File: src/rtl/ppe_mul.sv
// ============================================================================
// ppe_mul : shared multiplier
// Signed 33 x 33 product, registered; result in the cycle after the operands.
// ============================================================================
`timescale 1ns / 1ps
`default_nettype none

module ppe_mul (
    input  wire logic               i_clk,
    input  wire logic signed [32:0] i_a,
    input  wire logic signed [32:0] i_b,
    output logic signed [65:0]      o_p
);
    logic signed [65:0] r_p;

    always_ff @(posedge i_clk) begin
        r_p <= i_a * i_b;
    end

    assign o_p = r_p;

endmodule

`default_nettype wire

File: config.mk
export PLATFORM = sky130hd
export DESIGN_NAME = ppe_mul
export DESIGN_NICKNAME = d
export VERILOG_FILES = /design/src/rtl/ppe_mul.sv
export SDC_FILE = /design/constraint.sdc
export NUM_CORES = 2
export LEC_CHECK = 0
export ABC_AREA = 1
export BUFFER_PORTS_ARGS = -buffer_cell sky130_fd_sc_hd__buf_4
export CORE_MARGIN = 8
export CORE_UTILIZATION = 55
export DETAILED_ROUTE_END_ITERATION = 12
export MAX_ROUTING_LAYER = met4
export PLACE_DENSITY = 0.72
export SLEW_MARGIN = 20
export SYNTH_ARGS = -nofsm -noshare
export SYNTH_HDL_FRONTEND = slang
export SYNTH_SLANG_ARGS = --single-unit
File: constraint.sdc
create_clock -name i_clk -period 10.5 [get_ports i_clk]
set_input_delay 2.1 -clock i_clk [delete_from_list [all_inputs] [get_ports i_clk]]
set_output_delay 2.1 -clock i_clk [all_outputs]
set_load 0.05 [all_outputs]
==> results.md <==
Floorplanning:
- The overall die area is 87700 um2.
- For this configuration, the core starts out at a cell density of between 50% and 60%.
- The top-level I/O count is 133.
- The horizontal die dimension is roughly 300 um.
- In this run the core area contains ~100 standard-cell rows.
- The region available for standard cell placement spans a little under 80000 um2.
- The die extent in y is around 300 um.

Job:
- The number of maximum-capacitance constraint violations is 0.

Synth:
- The flop and latch count out of synthesis is 66.
- After synthesis, the cell types taking the most area are sky130_fd_sc_hd__fa_1 (53%), sky130_fd_sc_hd__inv_1 (16%), sky130_fd_sc_hd__nand2_1 (13%).
- The most area-hungry cell type in the Yosys netlist is sky130_fd_sc_hd__fa_1.
- The number of different library cells used by synthesis comes to 35.
- Yosys printed 0 warnings.
- The share of synthesized area occupied by flip-flops and latches is approximately 3.1%.
- Of the post-synthesis cell area, the dominant cell type holds 53.1%.
- In this run the mean area of a mapped cell was 7.79 um2.
- The combined area of all synthesized cells is 43200 um2.
- The count of mapped cells out of synthesis is 5543.
- The number of nets handed over by synthesis was 6972.

Clocking:
- TritonCTS built the clock tree.
- Clock tree synthesis found a total of 66 sinks.
- The number of hold buffers added after cts is 0.
- The maximum clock insertion buffer count is 2.
- CTS placed an instance of sky130_fd_sc_hd__clkbuf_16 at the clock tree root.
- The register clock-pin slew on the reported worst setup and hold paths is ~70 ps.
- The H-tree was split into 3 levels.
- In this run, post-CTS repair resized a total of 0 instances.
- The clock buffer count from CTS is 9.
- The number of post-CTS setup repair buffers is 0.

Setup path:
- The number of buffers and inverters on the critical path is 4.
- In this design, the largest share of critical-path delay is due to adder cells.
- The arrival time at the worst endpoint is about 9000 ps.
- The critical path goes through buf_4, nand2_1, fa_1, fa_1, fa_1, inv_1, fa_1, fa_1, fa_1, fa_1, inv_1, fa_1, inv_1, ha_1, nand2_1, nor2_1, nand3_1, nor2_1, o21ai_0, nand4_1, nand2_1.
- Along the worst path, the maximum fanout reaches 33.
- The cell seen most often among critical-path stages is sky130_fd_sc_hd__fa_1.
- In this run the worst setup path begins at i_b[9].
- STA puts the critical path data required time at around 11000 ps.
- The nature of the critical path endpoint is a register.
- The critical path startpoint category is an input port.
- On the critical path, the stage with the largest delay is an instance of sky130_fd_sc_hd__fa_1.
- On the worst path, the slowest cell contributes a delay of 910 ps.
- The critical path is of the in2reg type.

Timing:
- The final critical path takes up 85.7% of the cycle.
- Setup violations remaining at the end of the flow were counted as 0.
- The time the final worst path needs with I/O delays and setup is 9000 ps.
- The final-report max-slew violation count is 0.
- The hold violation count in the final report was 0.
- The fmax is roughly 0.11 GHz.
- The slew at the pin closest to its max-slew limit is 919 ps.
- The relative slew slack is 38.4%.
- The final total negative setup slack is 0 ps.
- Setup repair after global routing left no endpoint under its margin.

Routing:
- The routed length per placed instance is 17.8 um.
- For this block, the via count after detailed routing is 33000.
- The count of nets left with antenna violations once routing finished came out at 0.
- The number of vias per cell is 5.09.
- For this block, the initial DRC count from the detailed router was 2172.
- The routed design has 116000 um of wire.
- After detailed routing, the number of remaining DRC violations is 0.
- For this run, the detailed router's first-pass iteration total came to 6.

Finish:
- The share of cells above drive strength 1 is 3.97%.
- The area growth from synthesis to layout is 3.94%.
- The register with the most flip-flops in the layout has between 60 and 70 of them.
- The top cell types in the final layout, fill and taps aside, are sky130_fd_sc_hd__inv_1 (1893), sky130_fd_sc_hd__nand2_1 (1517), sky130_fd_sc_hd__fa_1 (1144).
- Leaving out fill and tap cells, the most frequent cell in the layout is sky130_fd_sc_hd__inv_1.
- The final net count is around 6900.

Place:
- The count of buffers added on input and output ports is 132.
- Detailed placement finished with a half-perimeter wire length of 97800 um.
- The weighted congestion at the end of routability-driven global placement is 0.964.

Global routing:
- The largest net degree at the start of global routing is 34.
- The initial antenna violation count is 8.
- Across every metal layer, demand over resource in global routing totals 28.6%.
- The first-pass GRT wire length is 192000 um.
- The number of global-route vias before repair came to 37093.
- For this run the aggregate overflow at the end of global routing stands at 0.

Status:
- The flow ran to the end, and the final reports show no timing, DRC or antenna violations.

Hold path:
- The worst hold path belongs to the class in2reg.
- In this run the most critical hold path is launched from i_b[0].
[cell type report]
type,instances,area (um2)
multi-input combinational,3319,33800
fill,7161,32700
clock inverter,7,101
sequential,66,1320
timing repair buffer,138,1040
tap,1040,1300
clock buffer,9,225
inverter,1895,7110
antenna,8,20.0
[tightest hold or removal path: cells and delay by family]
family / cells / cell delay [ps]
buffers and inverters: 2 / 260
AND/OR/NAND/NOR: 1 / 100
[cell usage after synthesis (all sizes together)]
cell and n:
a21boi 1, a21o 2, a21oi 65, and2 3, buf 1, clkbuf 262
dfxtp 66, fa 1145, ha 217, inv 1895, nand2 1534, nand3 78
nand3b 3, nand4 19, nor2 154, nor3 8, nor4 5, o21a 1
o21ai 23, o21bai 14, or2 6, xnor2 4, xor2 37
[per-layer routing]
metal / vias to the layer above / GRT usage, % / share of wire, %
li1: 14772 / - / -
met1: 16649 / 33.5 / 38
met2: 1275 / 50.3 / 51
met3: 304 / 3.85 / 6.7
met4: 0 / 10.6 / 4.2
met5: - / - / 0
[final timing paths]
kind / end / depth (start not counted)
max: o_p[57] / 21
min: o_p[0] / 3
[cell families after synthesis]
family | count (synthesis) | share of synthesized area, %
flops | 66 | 3.06
simple gates | 1810 | 16.6
buf+inv | 2158 | 18.8
xor+xnor | 41 | 0.832
compound gates | 106 | 1.38
fa+ha+maj | 1362 | 59.4
[through the flow]
step                      utilization, %  std cells  instance area, um2  setup WS [ps]  hold slack [ps]
final                               57.8       6482               44900           1500             2180
after floorplan                        -       5543               43200           1640             2360
after global routing                57.8       6482               44900           1060             2180
after detailed placement            57.4       6458               44500           1040             2540
after global placement              57.4       6458               44500           1150             2530
after CTS                           57.8       6474               44900           1370             2160
Power is left out: the tool's default activity adds up to more than one toggle a clock period on the data nets, which glitch-free logic cannot reach.
