[config.mk]
export PLATFORM = sky130hd
export DESIGN_NAME = ppe_seq
export DESIGN_NICKNAME = d
export VERILOG_FILES = /design/src/rtl/ppe_pkg.sv /design/src/rtl/ppe_seq.sv
export SDC_FILE = /design/constraint.sdc
export NUM_CORES = 2
export LEC_CHECK = 0
export ABC_AREA = 1
export BUFFER_PORTS_ARGS = -buffer_cell sky130_fd_sc_hd__buf_2
export CORE_MARGIN = 4
export CORE_UTILIZATION = 40
export CTS_CLUSTER_SIZE = 40
export DETAILED_ROUTE_END_ITERATION = 10
export SLEW_MARGIN = 20
export SYNTH_ARGS = -nofsm -noshare
export SYNTH_HDL_FRONTEND = slang
export SYNTH_SLANG_ARGS = --single-unit
[constraint.sdc]
create_clock -name i_clk -period 24.5 [get_ports i_clk]
set_input_delay 4.9 -clock i_clk [delete_from_list [all_inputs] [get_ports i_clk]]
set_output_delay 4.9 -clock i_clk [all_outputs]
set_load 0.1 [all_outputs]
[src/rtl/ppe_pkg.sv]
// ============================================================================
// ppe_pkg : shared types and constants of the particle pool engine
// Record layouts, operation codes, register indexes, hash and scale constants.
// ============================================================================
`timescale 1ns / 1ps
`default_nettype none

package ppe_pkg;

    // operation codes carried in the input tuser
    typedef enum logic [1:0] {
        FN_SPAWN = 2'd0,
        FN_TICK  = 2'd1,
        FN_SHIFT = 2'd2,
        FN_CLEAR = 2'd3
    } t_func;

    // register indexes (paddr[2])
    localparam logic REG_GRAVITY = 1'b0;
    localparam logic REG_OFFSET  = 1'b1;

    localparam logic [19:0] GRAVITY_RST = 20'd66560;
    localparam logic [15:0] OFFSET_RST  = 16'd2048;

    // lowbias32 hash and serial salt
    localparam logic [31:0] HASH_C1  = 32'h7feb352d;
    localparam logic [31:0] HASH_C2  = 32'h846ca68b;
    localparam logic [31:0] SALT_MUL = 32'd2654435761;

    // spawn value scaling, all divided by 65535 afterwards
    localparam logic [31:0] VX_SCALE   = 32'd3072;
    localparam logic [31:0] VY_SCALE   = 32'd2560;
    localparam logic [31:0] SPIN_SCALE = 32'd8960;
    localparam logic [31:0] LIFE_SCALE = 32'd4096;
    localparam logic [20:0] LIFE_BASE  = 21'd786420;
    localparam logic [33:0] HALF_DIV   = 34'd32767;
    localparam logic [33:0] LIFE_BIAS  = 34'd163837;
    localparam logic [18:0] DIV_K      = 19'd65535;
    localparam logic [31:0] DIV5_RECIP = 32'd52429;

    localparam logic [5:0] MAX_OUT = 6'd32;

    // one input word
    typedef struct packed {
        t_func              func;
        logic signed [23:0] spawn_x;
        logic signed [23:0] spawn_y;
        logic [15:0]        cell_mask;
        logic [15:0]        dt;
        logic signed [23:0] shift_dx;
    } t_in;

    // one output word
    typedef struct packed {
        logic [4:0]         slot;
        logic               valid_res;
        logic signed [23:0] pos_x;
        logic signed [23:0] pos_y;
        logic signed [23:0] angle;
        logic [15:0]        age;
        logic [15:0]        life;
        logic               last;
    } t_out;

    // per-slot particle record
    typedef struct packed {
        logic signed [23:0] px;
        logic signed [23:0] py;
        logic signed [23:0] vx;
        logic signed [23:0] vy;
        logic signed [23:0] rot;
        logic signed [23:0] spin;
        logic [15:0]        age;
        logic [15:0]        life;
    } t_rec;

    // saturate to 24-bit signed
    function automatic logic signed [23:0] sat24(input logic signed [27:0] v);
        if (v > 28'sd8388607)
            return 24'sh7fffff;
        else if (v < -28'sd8388608)
            return 24'sh800000;
        else
            return v[23:0];
    endfunction

endpackage

`default_nettype wire

[src/rtl/ppe_seq.sv]
// ============================================================================
// ppe_seq : particle pool sequencer
// Walks the slots for spawn, tick and shift, drives the shared multiplier,
// the record store and the output register.
// ============================================================================
`timescale 1ns / 1ps
`default_nettype none

module ppe_seq #(
    parameter int CAPACITY = 32,
    parameter int IW       = 5,
    parameter int CW       = 6
) (
    input  wire logic               i_clk,
    input  wire logic               i_rst_n,
    input  wire logic               i_in_valid,
    output logic                    o_in_ready,
    input  wire ppe_pkg::t_in       i_in,
    input  wire logic [19:0]        i_gravity,
    input  wire logic [15:0]        i_offset,
    output logic                    o_out_valid,
    input  wire logic               i_out_ready,
    output ppe_pkg::t_out           o_out,
    output logic                    o_mem_we,
    output logic [IW-1:0]           o_mem_waddr,
    output ppe_pkg::t_rec           o_mem_wdata,
    output logic [IW-1:0]           o_mem_raddr,
    input  wire ppe_pkg::t_rec      i_mem_rdata,
    output logic signed [32:0]      o_mul_a,
    output logic signed [32:0]      o_mul_b,
    input  wire logic signed [65:0] i_mul_p
);
    import ppe_pkg::*;

    typedef enum logic [20:0] {
        S_IDLE   = 21'h000001,
        S_PK_RD  = 21'h000002,
        S_PK_CMP = 21'h000004,
        S_SALT   = 21'h000008,
        S_SALTW  = 21'h000010,
        S_H0     = 21'h000020,
        S_H1     = 21'h000040,
        S_H2     = 21'h000080,
        S_D0     = 21'h000100,
        S_DIV    = 21'h000200,
        S_LIFE   = 21'h000400,
        S_SWB    = 21'h000800,
        S_TK_RD  = 21'h001000,
        S_TK_AGE = 21'h002000,
        S_TK_VY  = 21'h004000,
        S_TK_PX  = 21'h008000,
        S_TK_PY  = 21'h010000,
        S_TK_ROT = 21'h020000,
        S_TK_WB  = 21'h040000,
        S_SH_RD  = 21'h080000,
        S_SH_WB  = 21'h100000
    } t_state;

    // round a Q.24 product to Q.8 and add with saturation
    function automatic logic signed [23:0] step_add(input logic signed [23:0] base,
                                                    input logic signed [65:0] p);
        logic signed [41:0] ps;
        logic signed [41:0] sh;
        logic signed [27:0] s;
        ps = $signed(p[41:0]) + 42'sd32768;
        sh = ps >>> 16;
        s  = 28'(base) + sh[27:0];
        return sat24(s);
    endfunction

    t_state               r_state, n_state;
    logic [CW-1:0]        r_idx, n_idx;
    logic [IW-1:0]        r_best, n_best;
    logic [16:0]          r_bleft, n_bleft;
    logic [5:0]           r_nrec, n_nrec;
    logic [CAPACITY-1:0]  r_snap, n_snap;
    logic [CAPACITY-1:0]  r_active, n_active;
    logic [31:0]          r_serial, n_serial;
    logic [31:0]          r_salt, n_salt;
    logic [1:0]           r_k, n_k;
    logic                 r_neg, n_neg;
    logic [17:0]          r_q, n_q;
    logic [18:0]          r_r, n_r;
    t_rec                 r_rec, n_rec;
    t_in                  r_in, n_in;
    logic                 r_ov, n_ov;
    t_out                 r_out, n_out;

    logic [IW-1:0]        idx_s;
    logic                 idx_last;
    logic                 out_free;
    logic [CAPACITY-1:0]  rest;
    logic                 is_last;
    logic [16:0]          dage;
    logic [16:0]          age_sum;
    logic [15:0]          age_new;
    logic [16:0]          left;
    logic [31:0]          hv;
    logic [31:0]          ht;
    logic [15:0]          hu;
    logic signed [17:0]   hd;
    logic [16:0]          hmag;
    logic [33:0]          dx;
    logic [17:0]          dq;
    logic signed [23:0]   qval;

    assign idx_s       = r_idx[IW-1:0];
    assign idx_last    = (r_idx == CW'(CAPACITY - 1));
    assign out_free    = !r_ov || i_out_ready;
    assign o_in_ready  = (r_state == S_IDLE);
    assign o_out_valid = r_ov;
    assign o_out       = r_out;
    assign o_mem_raddr = idx_s;

    // shared helpers
    always_comb begin
        rest    = r_snap >> r_idx;
        is_last = (r_nrec == (MAX_OUT - 6'd1)) || ((rest >> 1) == '0);
        dage    = ({1'b0, r_in.dt} + 17'd8) >> 4;
        age_sum = {1'b0, i_mem_rdata.age} + dage;
        age_new = age_sum[16] ? 16'hffff : age_sum[15:0];
        left    = {1'b0, i_mem_rdata.life} - {1'b0, i_mem_rdata.age};
        hv      = r_salt + 32'(r_k);
        ht      = i_mul_p[31:0];
        hu      = 16'(ht ^ (ht >> 16));
        hd      = $signed({1'b0, hu, 1'b0}) - 18'sd65535;
        hmag    = hd[17] ? 17'(-hd) : 17'(hd);
        dx      = i_mul_p[33:0] + ((r_k == 2'd3) ? LIFE_BIAS : HALF_DIV);
        dq      = dx[33:16];
        qval    = r_neg ? -24'(r_q) : 24'(r_q);
    end

    // sequencer
    always_comb begin
        n_state  = r_state;
        n_idx    = r_idx;
        n_best   = r_best;
        n_bleft  = r_bleft;
        n_nrec   = r_nrec;
        n_snap   = r_snap;
        n_active = r_active;
        n_serial = r_serial;
        n_salt   = r_salt;
        n_k      = r_k;
        n_neg    = r_neg;
        n_q      = r_q;
        n_r      = r_r;
        n_rec    = r_rec;
        n_in     = r_in;
        n_ov     = r_ov && !i_out_ready;
        n_out    = r_out;
        o_mem_we    = 1'b0;
        o_mem_waddr = idx_s;
        o_mem_wdata = r_rec;
        o_mul_a     = '0;
        o_mul_b     = '0;

        case (r_state)
            S_IDLE: begin
                if (i_in_valid) begin
                    n_in  = i_in;
                    n_idx = '0;
                    case (i_in.func)
                        FN_SPAWN: begin
                            if (i_in.cell_mask != '0) begin
                                n_bleft = '1;
                                n_state = S_PK_RD;
                            end
                        end
                        FN_TICK: begin
                            if (i_in.dt != '0) begin
                                n_nrec  = '0;
                                n_snap  = r_active;
                                n_state = S_TK_RD;
                            end
                        end
                        FN_SHIFT: n_state = S_SH_RD;
                        default:  n_active = '0;
                    endcase
                end
            end

            // spawn: first free slot, else least remaining life
            S_PK_RD: begin
                if (!r_active[idx_s]) begin
                    n_best  = idx_s;
                    n_state = S_SALT;
                end else begin
                    n_state = S_PK_CMP;
                end
            end
            S_PK_CMP: begin
                if (left < r_bleft) begin
                    n_bleft = left;
                    n_best  = idx_s;
                end
                if (idx_last) begin
                    n_state = S_SALT;
                end else begin
                    n_idx   = r_idx + CW'(1);
                    n_state = S_PK_RD;
                end
            end

            // serial and salt
            S_SALT: begin
                n_serial = r_serial + 32'd1;
                o_mul_a  = {1'b0, n_serial};
                o_mul_b  = {1'b0, SALT_MUL};
                n_state  = S_SALTW;
            end
            S_SALTW: begin
                n_salt  = i_mul_p[31:0];
                n_k     = '0;
                n_state = S_H0;
            end

            // lowbias32 rounds
            S_H0: begin
                o_mul_a = {1'b0, hv ^ (hv >> 16)};
                o_mul_b = {1'b0, HASH_C1};
                n_state = S_H1;
            end
            S_H1: begin
                o_mul_a = {1'b0, ht ^ (ht >> 15)};
                o_mul_b = {1'b0, HASH_C2};
                n_state = S_H2;
            end
            S_H2: begin
                case (r_k)
                    2'd0: begin
                        n_neg   = hd[17];
                        o_mul_a = 33'(hmag);
                        o_mul_b = {1'b0, VX_SCALE};
                    end
                    2'd1: begin
                        n_neg   = 1'b0;
                        o_mul_a = 33'(hu);
                        o_mul_b = {1'b0, VY_SCALE};
                    end
                    2'd2: begin
                        n_neg   = hd[17];
                        o_mul_a = 33'(hmag);
                        o_mul_b = {1'b0, SPIN_SCALE};
                    end
                    default: begin
                        n_neg   = 1'b0;
                        o_mul_a = 33'(LIFE_BASE + {2'b0, hu, 3'b0});
                        o_mul_b = {1'b0, LIFE_SCALE};
                    end
                endcase
                n_state = S_D0;
            end

            // divide by 65535: fold high half, then correct
            S_D0: begin
                n_q     = dq;
                n_r     = 19'(dx[15:0]) + 19'(dq);
                n_state = S_DIV;
            end
            S_DIV: begin
                if (r_r >= DIV_K) begin
                    n_r = r_r - DIV_K;
                    n_q = r_q + 18'd1;
                end else if (r_k == 2'd3) begin
                    o_mul_a = 33'(r_q);
                    o_mul_b = {1'b0, DIV5_RECIP};
                    n_state = S_LIFE;
                end else begin
                    case (r_k)
                        2'd0:    n_rec.vx   = qval;
                        2'd1:    n_rec.vy   = qval;
                        default: n_rec.spin = qval;
                    endcase
                    n_k     = r_k + 2'd1;
                    n_state = S_H0;
                end
            end
            S_LIFE: begin
                n_rec.life = i_mul_p[33:18];
                n_state    = S_SWB;
            end

            // spawn write-back and report
            S_SWB: begin
                o_mem_wdata     = r_rec;
                o_mem_wdata.px  = sat24(28'(r_in.spawn_x) + 28'(i_offset));
                o_mem_wdata.py  = sat24(28'(r_in.spawn_y) + 28'(i_offset));
                o_mem_wdata.rot = '0;
                o_mem_wdata.age = '0;
                o_mem_waddr     = r_best;
                if (out_free) begin
                    o_mem_we           = 1'b1;
                    n_active[r_best]   = 1'b1;
                    n_ov               = 1'b1;
                    n_out.slot         = 5'(r_best);
                    n_out.valid_res    = 1'b1;
                    n_out.pos_x        = o_mem_wdata.px;
                    n_out.pos_y        = o_mem_wdata.py;
                    n_out.angle        = '0;
                    n_out.age          = '0;
                    n_out.life         = r_rec.life;
                    n_out.last         = 1'b1;
                    n_state            = S_IDLE;
                end
            end

            // tick: age, retire, integrate
            S_TK_RD: begin
                if (r_active[idx_s]) begin
                    n_state = S_TK_AGE;
                end else if (idx_last) begin
                    n_state = S_IDLE;
                end else begin
                    n_idx = r_idx + CW'(1);
                end
            end
            S_TK_AGE: begin
                o_mul_a = 33'(i_gravity);
                o_mul_b = 33'(r_in.dt);
                if (age_new >= i_mem_rdata.life) begin
                    if (r_nrec >= MAX_OUT || out_free) begin
                        n_active[idx_s] = 1'b0;
                        if (r_nrec < MAX_OUT) begin
                            n_ov            = 1'b1;
                            n_out           = '0;
                            n_out.slot      = 5'(r_idx);
                            n_out.last      = is_last;
                            n_nrec          = r_nrec + 6'd1;
                        end
                        if (idx_last) begin
                            n_state = S_IDLE;
                        end else begin
                            n_idx   = r_idx + CW'(1);
                            n_state = S_TK_RD;
                        end
                    end
                end else begin
                    n_rec     = i_mem_rdata;
                    n_rec.age = age_new;
                    n_state   = S_TK_VY;
                end
            end
            S_TK_VY: begin
                n_rec.vy = step_add(r_rec.vy, i_mul_p);
                o_mul_a  = 33'(r_rec.vx);
                o_mul_b  = 33'(r_in.dt);
                n_state  = S_TK_PX;
            end
            S_TK_PX: begin
                n_rec.px = step_add(r_rec.px, i_mul_p);
                o_mul_a  = 33'(r_rec.vy);
                o_mul_b  = 33'(r_in.dt);
                n_state  = S_TK_PY;
            end
            S_TK_PY: begin
                n_rec.py = step_add(r_rec.py, i_mul_p);
                o_mul_a  = 33'(r_rec.spin);
                o_mul_b  = 33'(r_in.dt);
                n_state  = S_TK_ROT;
            end
            S_TK_ROT: begin
                n_rec.rot = step_add(r_rec.rot, i_mul_p);
                n_state   = S_TK_WB;
            end
            S_TK_WB: begin
                if (r_nrec >= MAX_OUT || out_free) begin
                    o_mem_we = 1'b1;
                    if (r_nrec < MAX_OUT) begin
                        n_ov            = 1'b1;
                        n_out.slot      = 5'(r_idx);
                        n_out.valid_res = 1'b1;
                        n_out.pos_x     = r_rec.px;
                        n_out.pos_y     = r_rec.py;
                        n_out.angle     = r_rec.rot;
                        n_out.age       = r_rec.age;
                        n_out.life      = r_rec.life;
                        n_out.last      = is_last;
                        n_nrec          = r_nrec + 6'd1;
                    end
                    if (idx_last) begin
                        n_state = S_IDLE;
                    end else begin
                        n_idx   = r_idx + CW'(1);
                        n_state = S_TK_RD;
                    end
                end
            end

            // shift: live slots only, free slots are rewritten on spawn
            S_SH_RD: begin
                if (r_active[idx_s]) begin
                    n_state = S_SH_WB;
                end else if (idx_last) begin
                    n_state = S_IDLE;
                end else begin
                    n_idx = r_idx + CW'(1);
                end
            end
            S_SH_WB: begin
                o_mem_we       = 1'b1;
                o_mem_wdata    = i_mem_rdata;
                o_mem_wdata.px = sat24(28'(i_mem_rdata.px) + 28'(r_in.shift_dx));
                if (idx_last) begin
                    n_state = S_IDLE;
                end else begin
                    n_idx   = r_idx + CW'(1);
                    n_state = S_SH_RD;
                end
            end

            default: n_state = S_IDLE;
        endcase
    end

    // control registers
    always_ff @(posedge i_clk) begin
        if (!i_rst_n) begin
            r_state  <= S_IDLE;
            r_active <= '0;
            r_serial <= '0;
            r_ov     <= 1'b0;
        end else begin
            r_state  <= n_state;
            r_active <= n_active;
            r_serial <= n_serial;
            r_ov     <= n_ov;
        end
    end

    // working registers
    always_ff @(posedge i_clk) begin
        r_idx   <= n_idx;
        r_best  <= n_best;
        r_bleft <= n_bleft;
        r_nrec  <= n_nrec;
        r_snap  <= n_snap;
        r_salt  <= n_salt;
        r_k     <= n_k;
        r_neg   <= n_neg;
        r_q     <= n_q;
        r_r     <= n_r;
        r_rec   <= n_rec;
        r_in    <= n_in;
        r_out   <= n_out;
    end

endmodule

`default_nettype wire

==> results.py <==
metrics = {
    "cells_and_area": {
        "fin_nets": 8425,
        "final_cells": 9450,
        "post_route_cells_drive_above_1_share_pct": 12.7,
        "syn2layout_area_growth_pct": 15.4,
        "layout_commonest_cell": "nand2_1",
        "layout_common_cells": "2067 x nand2_1, 1001 x inv_1, 728 x buf_2",
    },
    "logic_synthesis": {
        "synth_seq_cells": 598,
        "ys_async_sr_fraction_pct": 0,
        "ys_types": 56,
        "syn_avg_cell_area_um2": 6.90,
        "yosysWarnings": 0,
        "yosysSeqAreaShare_pct": 34.6,
        "synthesis.area_um2": 49400,
        "synth-main-ff-cell": "edfxtp_1",
        "synth_edf_count": 512,
        "netlist_instances": 7151,
        "synthesis.nets": 7816,
    },
    "worst_setup_path": {
        "r2r_cells": 25,
        "crit_slowest_cell": "nand3_1",
        "startpoint_type": "input pin",
        "cp-end-kind": "primary output",
        "cp.depth": 12,
        "cp_top_family": "simple AND/OR/NAND/NOR gates",
        "arrival_ns": 8.41,
        "reg2reg_slack_ns": 18.09,
        "critical_path_class": "input pin to primary output",
        "cp_slowest_stage_delay_ns": 0.79,
        "critPathMaxFanout": 23,
        "r2r-start": "r_in[27]",
        "critPathLaunch": "i_offset[10]",
        "crit_path_end": "o_mem_wdata[169]",
        "cp_data_required_time_ns": 19.60,
        "crit_path_cell_trace": "buf_2, ha_1, nand2_1, o21ai_0, a21o_1, nand2_1, nand3_1, nand3_1, nand2_1, nand2_1, nand3_1, buf_2",
        "worstPathBufferInverterCount": 2,
        "cp_common_cell": "nand2_1",
        "r2r-end": "r_idx[3]",
    },
    "global_route": {
        "grt_max_degree": 92,
        "antenna_found_initial": 22,
        "track_usage_pct": 32.0,
        "grt_pass1_wl_mm": 314,
        "gr-total-overflow": 0,
        "grt_pass1_vias": 48250,
    },
    "sta": {
        "fmaxAchievable_mhz": 75.1,
        "grt_setup_unrepaired": "no",
        "fin_hold_ws_ns": 0.477,
        "hold_viol_final": 0,
        "finalSetupViolations": 0,
        "post-route-period-util_pct": 54.3,
        "tns_ns": 0,
        "worst_pin_slew_ns": 1.30,
        "finClkSkew_ns": 0.0281,
        "relSlewSlack_pct": 12.6,
        "fin_crit_ns": 13.31,
        "drv_slew": 0,
    },
    "clocking": {
        "cts_made_buffers": 76,
        "h-tree-depth": 3,
        "cts_resized": 0,
        "ctsHoldBuffers": 0,
        "cts_sinks": 598,
        "cts_setup_buffers": 0,
        "insertion_delay_ns": 0.67,
        "clock-root-buffer": "clkbuf_16",
        "cts.clk_slew.worst_paths_ns": 0.06,
        "cts_tree": "yes",
        "cts.path.max_buffers": 3,
    },
    "power_and_ir_drop": {
        "internal_power_mw": 2.17,
        "p_seq_share_pct": 34.9,
        "ir_drop_uv": 54.6,
        "powerDensity_nw_per_um2": 62.4,
        "power_frac_clock_pct": 31.5,
        "fin_total_pwr_mw": 3.55,
        "p_leak_nw": 27.6,
        "p_comb_share_pct": 33.6,
        "switching_share_pct": 38.9,
        "p_switching_mw": 1.38,
    },
    "outcome": {
        "status": "completed",
    },
    "drt": {
        "first_pass_iters": 7,
        "drt_iter0_markers": 5960,
        "drc": 0,
        "via_per_inst": 5.50,
        "drt-total-wl_mm": 217,
        "vias": 51943,
        "wire_per_inst_um": 23.0,
        "antenna_left": 0,
    },
    "die": {
        "die_h_um": 359,
        "rows": 128,
        "die_x_um": 359,
        "ios": 754,
        "coreArea_um2": 122000,
        "start_util_pct": 40.4,
        "design.die.area_um2": 129000,
    },
    "hold_path": {
        "hold_path_class": "flip-flop to flip-flop",
        "whs_path_depth": 0,
    },
    "place": {
        "dpl.cell_count": 9306,
        "finalWeightedCongestion": 1.01,
        "dp_hpwl_mm": 171,
        "io_buffer_count": 728,
    },
    "run": {
        "drv_cap": 0,
    },
}
sequential cells by signal (all words and copies together) (netlist names):
signal / count
r_nrec: 6
r_serial: 32
r_bleft: 17
r_active: 32
o_out: 111
r_r: 19
r_state: 21
r_in: 88
r_q: 18
o_out_valid: 1
r_k: 2
r_salt: 32
r_idx: 6
r_neg: 1
r_snap: 31
r_rec: 176
r_best: 5
per-stage QoR:
stage / utilization [%] / cell area, um^2 / setup WS, ns
3_3_place_gp: 44.6 / 54500 / 11.22
2_1_floorplan: - / 49400 / 5.56
4_1_cts: 46.6 / 56900 / 11.24
3_5_place_dp: 44.6 / 54500 / 11.25
5_1_grt: 46.6 / 57000 / 10.84
6_report: 46.6 / 57000 / 11.19
logic make-up after synthesis:
family / Yosys count / synth area share (%)
AND/OR/NAND/NOR: 3489 / 29.2
buffers and inverters: 1275 / 10.0
AO/OA/AOI/OAI: 1212 / 13.6
flip-flops: 598 / 34.6
XOR/XNOR: 299 / 5.31
adder cells (fa/ha/maj): 277 / 7.20
other: 1 / 0.00760
layer usage:
metal	vias up	GRT usage, %	wire, um
met1	24303	44.3	93100
met3	419	5.55	19500
li1	24703	-	-
met5	-	0	62
met2	2508	50.1	95100
met4	10	12.3	9220
power by group through the flow:
stage	Clock, mW	Combinational [mW]	Sequential (mW)
after floorplan	0	0.818	1.26
after global placement	0	1.17	1.26
after detailed placement	0	1.17	1.26
after CTS	1.14	1.18	1.24
after global routing	1.18	1.32	1.25
final	1.12	1.19	1.24
synthesized netlist by cell type (all sizes together) (5+ instances only):
master / count / area, um^2
xor2: 195 / 1710
edfxtp: 512 / 15400
nand4: 116 / 732
a21boi: 28 / 210
o21bai: 27 / 203
a21o: 31 / 233
nor2: 654 / 2490
nor3b: 5 / 37.5
nand3: 464 / 2330
nor4: 22 / 153
xnor2: 104 / 911
inv: 1016 / 3810
or2: 34 / 213
fa: 12 / 240
o22ai: 82 / 513
o21ai: 474 / 2370
dfxtp: 86 / 1720
o21a: 14 / 105
clkbuf: 162 / 608
nor3: 90 / 455
a211oi: 32 / 240
nand3b: 18 / 135
buf: 89 / 503
a21oi: 448 / 2240
nand2: 2078 / 7820
o2111ai: 11 / 96.3
clkinv: 8 / 30.0
ha: 265 / 3320
a31oi: 10 / 62.6
o211ai: 28 / 210
o221ai: 8 / 70.1
layout make-up:
cell class                      count  area [um^2]
Clock buffer                       97         2020
Inverter                         1024         3850
Clock inverter                     39          383
Tap cell                         1625         2030
Fill cell                       12811        65200
Multi-Input combinational cell   5278        27500
Antenna cell                        7         17.5
Timing Repair Buffer              782         4070
Sequential cell                   598        17100
worst min-delay path by stage:
stage / startpoint / to / slack [ns]
floorplan: r_active[4] / r_snap[4] / 0.42
detailed placement: r_active[4] / r_snap[4] / 0.44
finish: r_active[4] / r_snap[4] / 0.48
global placement: r_active[4] / r_snap[4] / 0.44
CTS: r_active[4] / r_snap[4] / 0.47
global route: r_active[4] / r_snap[4] / 0.48
Power figures use the tool's default switching activity.
